**src/rtl/core/trimmed_mean_of_samples_macros.svh**
```systemverilog
// ----------------------------------------------------------------------------
// Trimmed mean of samples: assertion macros
// Concurrent assertion wrappers that compile away when NO_ASSERTIONS is set.
// ----------------------------------------------------------------------------
`ifndef TRIMMED_MEAN_OF_SAMPLES_MACROS_SVH
`define TRIMMED_MEAN_OF_SAMPLES_MACROS_SVH

`ifndef NO_ASSERTIONS
`define TMEAN_ASSERT_NOW(label, clk, rst_n, ante, cons) \
    label: assert property (@(posedge clk) disable iff (!rst_n) (ante) |-> (cons)) \
        else $error("%m: assertion failed");
`define TMEAN_ASSERT_NEXT(label, clk, rst_n, ante, cons) \
    label: assert property (@(posedge clk) disable iff (!rst_n) (ante) |=> (cons)) \
        else $error("%m: assertion failed");
`else
`define TMEAN_ASSERT_NOW(label, clk, rst_n, ante, cons)
`define TMEAN_ASSERT_NEXT(label, clk, rst_n, ante, cons)
`endif

`endif

```
**src/rtl/core/tmean_pkg.sv**
```systemverilog
// ----------------------------------------------------------------------------
// Trimmed mean of samples: package
// Port widths, parameter defaults, command and status codes, and states.
// ----------------------------------------------------------------------------
package tmean_pkg;

    localparam int DEF_MAX_SAMPLES = 64;
    localparam int DEF_SAMPLE_BITS = 32;

    localparam int IN_SAMPLE_W = 32;
    localparam int TAIL_W      = 7;
    localparam int AVG_W       = 32;
    localparam int KEPT_W      = 7;
    localparam int STATUS_W    = 2;

    typedef enum logic {
        CMD_ADD    = 1'b0,
        CMD_FINISH = 1'b1
    } t_cmd;

    typedef enum logic [STATUS_W-1:0] {
        STATUS_OK       = 2'd0,
        STATUS_EMPTY    = 2'd1,
        STATUS_OVERFLOW = 2'd2
    } t_status;

    typedef enum logic [3:0] {
        ST_IDLE,
        ST_PREP,
        ST_SETUP,
        ST_SORT_KEY,
        ST_SORT_CMP,
        ST_SORT_PUT,
        ST_SUM_START,
        ST_SUM,
        ST_DIV,
        ST_DONE
    } t_state;

endpackage

```
**src/rtl/core/trimmed_mean_of_samples.sv**
```systemverilog
// ----------------------------------------------------------------------------
// Trimmed mean of samples
// Stores samples, then sorts, trims both tails, sums and divides on finish.
// ----------------------------------------------------------------------------
// An add beat writes the sample memory while fewer than MAX_SAMPLES samples
// are stored, and otherwise sets the overflow flag. A finish beat hands the
// stored samples to a sequencer that drives one memory read port, one write
// port, one adder and one compare/subtract step. After a setup that computes
// the tail and kept counts, it runs an insertion sort over the n samples,
// sums the kept samples between the trimmed tails and divides the sum by the
// kept count with a restoring divider. No input beat is taken while a finish
// beat is in progress; add beats are taken while a result waits on the
// output.
module trimmed_mean_of_samples
    import tmean_pkg::*;
#(
    parameter int MAX_SAMPLES = DEF_MAX_SAMPLES,
    parameter int SAMPLE_BITS = DEF_SAMPLE_BITS
) (
    input  logic                   i_clk,
    input  logic                   i_rst_n,
    input  logic                   i_cfg_we,
    input  logic [TAIL_W-1:0]      i_cfg_data,
    input  logic                   i_in_valid,
    output logic                   o_in_ready,
    input  logic                   i_cmd,
    input  logic [IN_SAMPLE_W-1:0] i_sample,
    output logic                   o_out_valid,
    input  logic                   i_out_ready,
    output logic [AVG_W-1:0]       o_average,
    output logic [KEPT_W-1:0]      o_kept_count,
    output logic [STATUS_W-1:0]    o_status
);

    localparam int IDX_W  = $clog2(MAX_SAMPLES);
    localparam int CNT_W  = $clog2(MAX_SAMPLES + 1);
    localparam int ACC_W  = SAMPLE_BITS + CNT_W;
    localparam int STEP_W = $clog2(ACC_W);
    localparam int PROD_W = CNT_W + TAIL_W;

    logic [SAMPLE_BITS-1:0] r_mem [MAX_SAMPLES];
    logic [SAMPLE_BITS-1:0] r_rdata;

    t_state  r_state, n_state;
    logic [CNT_W-1:0]  r_count, n_count;
    logic              r_overflow, n_overflow;
    logic [TAIL_W-1:0] r_tail_fraction;
    logic              r_out_valid, n_out_valid;

    logic [CNT_W-1:0]       r_n, n_n;
    logic [CNT_W-1:0]       r_tail, n_tail;
    logic [CNT_W-1:0]       r_kept, n_kept;
    logic [CNT_W-1:0]       r_i, n_i;
    logic [CNT_W-1:0]       r_j, n_j;
    logic [CNT_W-1:0]       r_k, n_k;
    logic [SAMPLE_BITS-1:0] r_key, n_key;
    logic [ACC_W-1:0]       r_acc, n_acc;
    logic [ACC_W-1:0]       r_quo, n_quo;
    logic [CNT_W-1:0]       r_rem, n_rem;
    logic [STEP_W-1:0]      r_step, n_step;
    t_status                r_status, n_status;
    logic [AVG_W-1:0]       r_avg;
    logic [KEPT_W-1:0]      r_kept_out;
    t_status                r_status_out;

    logic                   w_in_accept;
    logic                   w_out_take;
    logic                   w_load_out;
    logic                   w_mem_we;
    logic [IDX_W-1:0]       w_waddr;
    logic [SAMPLE_BITS-1:0] w_wdata;
    logic [IDX_W-1:0]       w_raddr;
    logic [SAMPLE_BITS-1:0] w_sample;
    logic [CNT_W-1:0]       w_i_inc;
    logic [CNT_W-1:0]       w_i_dec;
    logic [CNT_W-1:0]       w_j_dec;
    logic [CNT_W-1:0]       w_j_dec2;
    logic [CNT_W-1:0]       w_k_end;
    logic [PROD_W-1:0]      w_prod;
    logic [ACC_W-1:0]       w_acc_sum;
    logic [CNT_W:0]         w_rem_sh;
    logic                   w_rem_ge;
    logic                   w_shift;

    generate
        if (SAMPLE_BITS <= IN_SAMPLE_W) begin : g_trim
            assign w_sample = i_sample[SAMPLE_BITS-1:0];
        end else begin : g_ext
            assign w_sample = {{(SAMPLE_BITS - IN_SAMPLE_W){1'b0}}, i_sample};
        end
    endgenerate

    assign w_in_accept = i_in_valid && o_in_ready;
    assign w_out_take  = r_out_valid && i_out_ready;
    assign w_load_out  = (r_state == ST_DONE) && (!r_out_valid || i_out_ready);

    assign w_i_inc   = r_i + CNT_W'(1);
    assign w_i_dec   = r_i - CNT_W'(1);
    assign w_j_dec   = r_j - CNT_W'(1);
    assign w_j_dec2  = r_j - CNT_W'(2);
    assign w_k_end   = r_n - r_tail;
    assign w_prod    = PROD_W'(r_n) * PROD_W'(r_tail_fraction);
    assign w_acc_sum = r_acc + ACC_W'(r_rdata);
    assign w_shift   = r_rdata > r_key;
    assign w_rem_sh  = {r_rem, r_quo[ACC_W-1]};
    assign w_rem_ge  = w_rem_sh >= {1'b0, r_kept};

    always_comb begin
        n_state = r_state;
        unique case (r_state)
            ST_IDLE: begin
                if (w_in_accept && (i_cmd == CMD_FINISH)) begin
                    n_state = (r_count == '0) ? ST_DONE : ST_PREP;
                end
            end
            ST_PREP: begin
                n_state = ST_SETUP;
            end
            ST_SETUP: begin
                n_state = (r_n == CNT_W'(1)) ? ST_SUM_START : ST_SORT_KEY;
            end
            ST_SORT_KEY: begin
                n_state = ST_SORT_CMP;
            end
            ST_SORT_CMP: begin
                if (w_shift) begin
                    n_state = (r_j == CNT_W'(1)) ? ST_SORT_PUT : ST_SORT_CMP;
                end else begin
                    n_state = (w_i_inc == r_n) ? ST_SUM_START : ST_SORT_KEY;
                end
            end
            ST_SORT_PUT: begin
                n_state = (w_i_inc == r_n) ? ST_SUM_START : ST_SORT_KEY;
            end
            ST_SUM_START: begin
                n_state = ST_SUM;
            end
            ST_SUM: begin
                if (r_k == w_k_end) begin
                    n_state = ST_DIV;
                end
            end
            ST_DIV: begin
                if (r_step == STEP_W'(ACC_W - 1)) begin
                    n_state = ST_DONE;
                end
            end
            ST_DONE: begin
                if (w_load_out) begin
                    n_state = ST_IDLE;
                end
            end
            default: begin
                n_state = ST_IDLE;
            end
        endcase
    end

    always_comb begin
        o_in_ready = 1'b0;
        w_mem_we   = 1'b0;
        w_waddr    = r_j[IDX_W-1:0];
        w_wdata    = r_key;
        w_raddr    = r_i[IDX_W-1:0];
        unique case (r_state)
            ST_IDLE: begin
                o_in_ready = 1'b1;
                w_mem_we   = w_in_accept && (i_cmd == CMD_ADD)
                             && (r_count < CNT_W'(MAX_SAMPLES));
                w_waddr    = r_count[IDX_W-1:0];
                w_wdata    = w_sample;
            end
            ST_SETUP: begin
                w_raddr = IDX_W'(1);
            end
            ST_SORT_KEY: begin
                w_raddr = w_i_dec[IDX_W-1:0];
            end
            ST_SORT_CMP: begin
                w_mem_we = 1'b1;
                if (w_shift) begin
                    w_wdata = r_rdata;
                    w_raddr = w_j_dec2[IDX_W-1:0];
                end else begin
                    w_raddr = w_i_inc[IDX_W-1:0];
                end
            end
            ST_SORT_PUT: begin
                w_mem_we = 1'b1;
                w_waddr  = '0;
                w_raddr  = w_i_inc[IDX_W-1:0];
            end
            ST_SUM_START: begin
                w_raddr = r_tail[IDX_W-1:0];
            end
            ST_SUM: begin
                w_raddr = r_k[IDX_W-1:0];
            end
            default: begin
                w_mem_we = 1'b0;
            end
        endcase
    end

    always_comb begin
        n_count    = r_count;
        n_overflow = r_overflow;
        n_n        = r_n;
        n_tail     = r_tail;
        n_kept     = r_kept;
        n_i        = r_i;
        n_j        = r_j;
        n_k        = r_k;
        n_key      = r_key;
        n_acc      = r_acc;
        n_quo      = r_quo;
        n_rem      = r_rem;
        n_step     = r_step;
        n_status   = r_status;
        n_out_valid = r_out_valid;
        if (w_out_take) begin
            n_out_valid = 1'b0;
        end
        if (w_load_out) begin
            n_out_valid = 1'b1;
        end
        unique case (r_state)
            ST_IDLE: begin
                if (w_in_accept) begin
                    if (i_cmd == CMD_ADD) begin
                        if (r_count < CNT_W'(MAX_SAMPLES)) begin
                            n_count = r_count + CNT_W'(1);
                        end else begin
                            n_overflow = 1'b1;
                        end
                    end else begin
                        n_n        = r_count;
                        n_count    = '0;
                        n_overflow = 1'b0;
                        n_quo      = '0;
                        n_kept     = '0;
                        if (r_count == '0) begin
                            n_status = STATUS_EMPTY;
                        end else if (r_overflow) begin
                            n_status = STATUS_OVERFLOW;
                        end else begin
                            n_status = STATUS_OK;
                        end
                    end
                end
            end
            ST_PREP: begin
                n_tail = CNT_W'(w_prod >> 8);
            end
            ST_SETUP: begin
                n_kept = r_n - {r_tail[CNT_W-2:0], 1'b0};
                n_i    = CNT_W'(1);
            end
            ST_SORT_KEY: begin
                n_key = r_rdata;
                n_j   = r_i;
            end
            ST_SORT_CMP: begin
                if (w_shift) begin
                    n_j = w_j_dec;
                end else begin
                    n_i = w_i_inc;
                end
            end
            ST_SORT_PUT: begin
                n_i = w_i_inc;
            end
            ST_SUM_START: begin
                n_acc = '0;
                n_k   = r_tail + CNT_W'(1);
            end
            ST_SUM: begin
                n_acc = w_acc_sum;
                if (r_k == w_k_end) begin
                    n_quo  = w_acc_sum;
                    n_rem  = '0;
                    n_step = '0;
                end else begin
                    n_k = r_k + CNT_W'(1);
                end
            end
            ST_DIV: begin
                n_step = r_step + STEP_W'(1);
                if (w_rem_ge) begin
                    n_rem = CNT_W'(w_rem_sh - {1'b0, r_kept});
                end else begin
                    n_rem = w_rem_sh[CNT_W-1:0];
                end
                n_quo = {r_quo[ACC_W-2:0], w_rem_ge};
            end
            default: begin
                n_count = r_count;
            end
        endcase
    end

    always_ff @(posedge i_clk) begin
        if (!i_rst_n) begin
            r_state         <= ST_IDLE;
            r_count         <= '0;
            r_overflow      <= 1'b0;
            r_tail_fraction <= '0;
            r_out_valid     <= 1'b0;
        end else begin
            r_state     <= n_state;
            r_count     <= n_count;
            r_overflow  <= n_overflow;
            r_out_valid <= n_out_valid;
            if (i_cfg_we) begin
                r_tail_fraction <= i_cfg_data;
            end
        end
    end

    always_ff @(posedge i_clk) begin
        r_n      <= n_n;
        r_tail   <= n_tail;
        r_kept   <= n_kept;
        r_i      <= n_i;
        r_j      <= n_j;
        r_k      <= n_k;
        r_key    <= n_key;
        r_acc    <= n_acc;
        r_quo    <= n_quo;
        r_rem    <= n_rem;
        r_step   <= n_step;
        r_status <= n_status;
        if (w_load_out) begin
            r_avg        <= AVG_W'(r_quo);
            r_kept_out   <= KEPT_W'(r_kept);
            r_status_out <= r_status;
        end
    end

    always_ff @(posedge i_clk) begin
        if (w_mem_we) begin
            r_mem[w_waddr] <= w_wdata;
        end
        r_rdata <= r_mem[w_raddr];
    end

    assign o_out_valid  = r_out_valid;
    assign o_average    = r_avg;
    assign o_kept_count = r_kept_out;
    assign o_status     = r_status_out;

`include "trimmed_mean_of_samples_macros.svh"

    `TMEAN_ASSERT_NOW(a_count_bound, i_clk, i_rst_n, 1'b1, r_count <= CNT_W'(MAX_SAMPLES))
    `TMEAN_ASSERT_NEXT(a_finish_clears, i_clk, i_rst_n,
        w_in_accept && (i_cmd == CMD_FINISH), (r_count == '0) && !r_overflow)
    `TMEAN_ASSERT_NOW(a_rem_below_divisor, i_clk, i_rst_n,
        r_state == ST_DIV, r_rem < r_kept)
    `TMEAN_ASSERT_NOW(a_kept_nonzero, i_clk, i_rst_n,
        (r_state == ST_DONE) && (r_status != STATUS_EMPTY), r_kept != '0)

endmodule
```
**config.mk**
```make
export PLATFORM = sky130hd
export DESIGN_NAME = trimmed_mean_of_samples
export DESIGN_NICKNAME = d
export VERILOG_FILES = /design/src/rtl/core/tmean_pkg.sv /design/src/rtl/core/trimmed_mean_of_samples.sv
export VERILOG_INCLUDE_DIRS = /design/src /design/src/rtl/core
export SDC_FILE = /design/constraint.sdc
export NUM_CORES = 2
export LEC_CHECK = 0
export ABC_AREA = 1
export BUFFER_PORTS_ARGS = -buffer_cell sky130_fd_sc_hd__buf_2
export CAP_MARGIN = 20
export CORE_ASPECT_RATIO = 1.5
export CORE_UTILIZATION = 55
export CTS_CLUSTER_DIAMETER = 50
export DETAILED_ROUTE_END_ITERATION = 12
export HOLD_SLACK_MARGIN = 0.02
export PLACE_DENSITY = 0.73
export SETUP_SLACK_MARGIN = 0.02
export SKIP_LAST_GASP = 1
export SYNTH_ARGS = -nofsm -noshare
export SYNTH_HDL_FRONTEND = slang
export SYNTH_SLANG_ARGS = --single-unit
export TNS_END_PERCENT = 30
```
**constraint.sdc**
```tcl
create_clock -name i_clk -period 12.1 [get_ports i_clk]
set_input_delay 2.42 -clock i_clk [delete_from_list [all_inputs] [get_ports i_clk]]
set_output_delay 2.42 -clock i_clk [all_outputs]
set_load 0.02 [all_outputs]
```
==> reports/summary.json <==
{
  "run_status": {
    "outcome": "finished, final reports clean"
  },
  "worst_hold_path": {
    "worst_hold_path_type": "flop to flop"
  },
  "cts": {
    "ctsHtreeMaxLevel": 4,
    "clock_sink_count": 2307,
    "clkLatencyLatePin_ps": 880,
    "cts.root.buffer_cell": "sky130_fd_sc_hd__clkbuf_16",
    "clockBufferDepth": 4,
    "cts-buffers-inserted": 210,
    "cts.clk_slew.worst_paths_ps": 70,
    "post_cts_hold_buffer_count": 0,
    "cts_tree": "yes",
    "cts_resized": 0,
    "cts.repair_timing.setup_buffer_count": 0
  },
  "route": {
    "drtIter0Drc": 9826,
    "viasPerCell": 6.18,
    "drc": 0,
    "routed_wirelength_mm": 299,
    "detailroute.via_count": 73000,
    "antenna_violating_nets_remaining": 0,
    "drt_pass1_iterations": 9,
    "wl_per_cell_um": 25.3
  },
  "sta": {
    "rsz_0062_raised_after_global_routing": "no",
    "setup-tns-final_ps": 0,
    "fin_crit_sh_pct": 57.0,
    "setup_violators_final": 0,
    "timing.fmax_mhz": 145,
    "final.hold.worst_slack_ps": 423,
    "finalHoldViolCount": 0,
    "worst_slew_pin_slew_ps": 1220,
    "post-route-min-period_ps": 6900,
    "timing.clock.skew_ps": 80.8,
    "timing.slew.headroom_pct": 18.4,
    "slew_viol_final": 0
  },
  "power": {
    "clockPowerShare_pct": 23.9,
    "power.share.switching_pct": 40.0,
    "flop_pwr_share_pct": 39.7,
    "power_per_cell_area_nw_per_um2": 238,
    "cellLeakagePower_uw": 0.0427,
    "power_switching_uw": 10700,
    "ir_worst_vdd_mv": 0.201,
    "internal-power_uw": 16100,
    "combinationalPowerShare_pct": 36.3,
    "finalPower_uw": 26800
  },
  "die": {
    "dieArea_um2": 189000,
    "horizontal_die_dimension_um": 355,
    "coreArea_um2": 185000,
    "initial_utilization_pct": 55.5,
    "io_pins": 88,
    "die-height_um": 531,
    "num_rows": 193
  },
  "run": {
    "cap_violations": 0
  },
  "yosys": {
    "seq_area_frac_synth_pct": 66.9,
    "synth_cell_type_count": 52,
    "synth_adder_area_share_pct": 2.02,
    "syn-num-nets": 9508,
    "synthSimpleGateAreaFrac_pct": 23.0,
    "synth_seq_cells": 2307,
    "synth.area.mux_share_pct": 0,
    "yosys.area_share.xor_xnor_pct": 0.350,
    "netlist_instances": 9313,
    "post_synth_instance_area_um2": 103000,
    "synth_flop_cell": "sky130_fd_sc_hd__edfxtp_1",
    "async_reset_ff_share_pct": 0,
    "synth_compound_area_share_pct": 1.92,
    "synthesis.yosys.warnings": 0,
    "combinational_family_with_the_most_area_after_synthesis": "simple AND/OR/NAND/NOR gates",
    "post_synth.cell_area_avg_um2": 11.0,
    "edff_count_synth": 2255
  },
  "placement": {
    "place_congestion": 0.896,
    "dpl.hpwl_mm": 164,
    "io_buffer_count": 87
  },
  "layout": {
    "layout_common_cells": "sky130_fd_sc_hd__edfxtp_1, sky130_fd_sc_hd__nand2_1, sky130_fd_sc_hd__nand3_1",
    "final_cell_utilization_of_the_core_pct": 60.9,
    "fin_nets": 9403,
    "commonest_non_fill_non_tap_cell_in_the_layout": "sky130_fd_sc_hd__edfxtp_1",
    "area_growth_syn_to_layout_pct": 9.63,
    "drive_above_1_share_pct": 7.15
  },
  "grt": {
    "grt_start_max_net_pins": 202,
    "grt_pass1_wl_mm": 440,
    "track_usage_pct": 31.1,
    "number_of_antenna_violations_at_the_first_check_in_global_routing": 5,
    "overflow": 0,
    "first_global_vias": 70600
  },
  "setup_path": {
    "path_max_fanout": 89,
    "crit_path_end_kind": "flop",
    "r2r_slack_ps": 5200,
    "endpoint_arrival_time_on_the_critical_path_ps": 7670,
    "crit_path_start_kind": "flop",
    "path_class": "flop to flop",
    "timing.critical_path.required_ps": 12880
  }
}
[metrics by stage]
stage | instance area [µm²] | setup WS, ps | std cells
finish | 113000 | 5200 | 11800
global placement | 106000 | 5400 | 11400
global route | 113000 | 4930 | 11800
detailed placement | 106000 | 5400 | 11400
floorplan | 103000 | 5250 | 9313
CTS | 113000 | 5390 | 11800
[routing by layer]
layer  track usage, %  share of wire [%]  vias to the layer above
li1                 -                  -                    32000
met1             38.8                 35                    35400
met2             51.0                 47                     4575
met3             5.30                 11                      938
met4             18.2                6.6                        4
met5                0              0.010                        -
[final timing paths]
path | startpoint | to | cells after the start
max | r_rdata[3] | r_rdata[15] | 24
min | r_status[0] | o_status[0] | 0
max reg2reg | r_rdata[3] | r_rdata[15] | 24
min reg2reg | r_status[0] | o_status[0] | 0
[registers in the layout, indices dropped and copies added (netlist names), 2 cells and up]
signal           count
r_tail_fraction      7
r_mem             2048
o_average           32
r_j                  7
r_k                  7
o_kept_count         7
r_tail               6
r_rdata             32
r_kept               7
r_step               6
r_key               32
r_n                  7
r_rem                7
o_status             2
r_state              4
r_status             2
r_i                  7
r_acc               39
r_quo               39
r_count              7
[Yosys cell counts (2+ instances only)]
master	n	area share [%]
sky130_fd_sc_hd__o21ai_0	99	0.48
sky130_fd_sc_hd__o21a_1	2	0.015
sky130_fd_sc_hd__o31ai_1	3	0.022
sky130_fd_sc_hd__inv_1	869	3.2
sky130_fd_sc_hd__a211oi_1	7	0.051
sky130_fd_sc_hd__xor2_1	34	0.29
sky130_fd_sc_hd__a21oi_1	109	0.53
sky130_fd_sc_hd__or2_2	12	0.073
sky130_fd_sc_hd__o22ai_1	7	0.043
sky130_fd_sc_hd__o211ai_1	8	0.058
sky130_fd_sc_hd__nand2_1	2202	8.0
sky130_fd_sc_hd__a221oi_1	2	0.017
sky130_fd_sc_hd__a21o_1	27	0.20
sky130_fd_sc_hd__clkinv_1	2	0.0073
sky130_fd_sc_hd__nand4_1	21	0.13
sky130_fd_sc_hd__nand3_1	2016	9.8
sky130_fd_sc_hd__buf_2	345	1.7
sky130_fd_sc_hd__buf_1	46	0.17
sky130_fd_sc_hd__o221ai_1	4	0.034
sky130_fd_sc_hd__xnor2_1	7	0.060
sky130_fd_sc_hd__nor4_1	15	0.091
sky130_fd_sc_hd__inv_2	11	0.040
sky130_fd_sc_hd__fa_1	27	0.53
sky130_fd_sc_hd__clkbuf_1	171	0.62
sky130_fd_sc_hd__a22oi_1	3	0.022
sky130_fd_sc_hd__ha_1	123	1.5
sky130_fd_sc_hd__nand2_4	2	0.022
sky130_fd_sc_hd__and3_1	3	0.018
sky130_fd_sc_hd__nor3b_1	3	0.022
sky130_fd_sc_hd__nor2_1	200	0.73
sky130_fd_sc_hd__buf_4	9	0.066
sky130_fd_sc_hd__nand3b_1	536	3.9
sky130_fd_sc_hd__edfxtp_1	2255	66
sky130_fd_sc_hd__a31oi_1	12	0.073
sky130_fd_sc_hd__nor3_1	11	0.054
sky130_fd_sc_hd__o21ai_2	2	0.017
sky130_fd_sc_hd__nor2_2	5	0.030
sky130_fd_sc_hd__nand2_2	4	0.024
sky130_fd_sc_hd__a21boi_0	2	0.015
sky130_fd_sc_hd__o2111ai_1	34	0.29
sky130_fd_sc_hd__dfxtp_1	52	1.0
[logic make-up after synthesis]
kind of cell               after synthesis
AOI/OAI and AO/OA                      327
xor gates and xnor gates                41
adders and majority gates              150
buffers and inverters                 1453
DFF                                   2307
and+or+nand+nor                       5035
[cell type report]
class                   count  area, µm²
repair buffers            254       1850
diodes                      3       7.51
inverters                 882       3340
clock inverters            90        782
fillers                 14200      72300
well taps                2437       3050
clock buffers             287       5660
multi-input cells        5553      29200
flip-flops and latches   2307      68800
[critical path, stage by stage, from the launching register on]
cell and delay [ps]:
sky130_fd_sc_hd__dfxtp_1 820, sky130_fd_sc_hd__ha_1 370, sky130_fd_sc_hd__nand2_1 60, sky130_fd_sc_hd__inv_1 50
sky130_fd_sc_hd__nand2_1 50, sky130_fd_sc_hd__nand2_1 50, sky130_fd_sc_hd__nand2_1 60, sky130_fd_sc_hd__nand2_1 70
sky130_fd_sc_hd__nand2_1 60, sky130_fd_sc_hd__nand2_1 50, sky130_fd_sc_hd__nand2_1 60, sky130_fd_sc_hd__nand2_2 80
sky130_fd_sc_hd__nand2_4 420, sky130_fd_sc_hd__nand3_1 140, sky130_fd_sc_hd__nand3_1 210, sky130_fd_sc_hd__nand2_8 370
sky130_fd_sc_hd__inv_8 680, sky130_fd_sc_hd__buf_4 830, sky130_fd_sc_hd__buf_4 810, sky130_fd_sc_hd__nand3_1 150
sky130_fd_sc_hd__nand3_1 110, sky130_fd_sc_hd__nand3_1 90, sky130_fd_sc_hd__nand3_1 320, sky130_fd_sc_hd__nand3_1 500
sky130_fd_sc_hd__nand2_1 230
[power by group through the flow]
stage	combinational (µW)	sequential, µW	clock (µW)
after floorplan	5730	10800	0
after global routing	10300	10700	6710
after CTS	9530	10600	6430
final	9730	10600	6410
after global placement	9310	10800	0
after detailed placement	9490	10800	0
No activity file was read; power rests on OpenSTA's default activity.
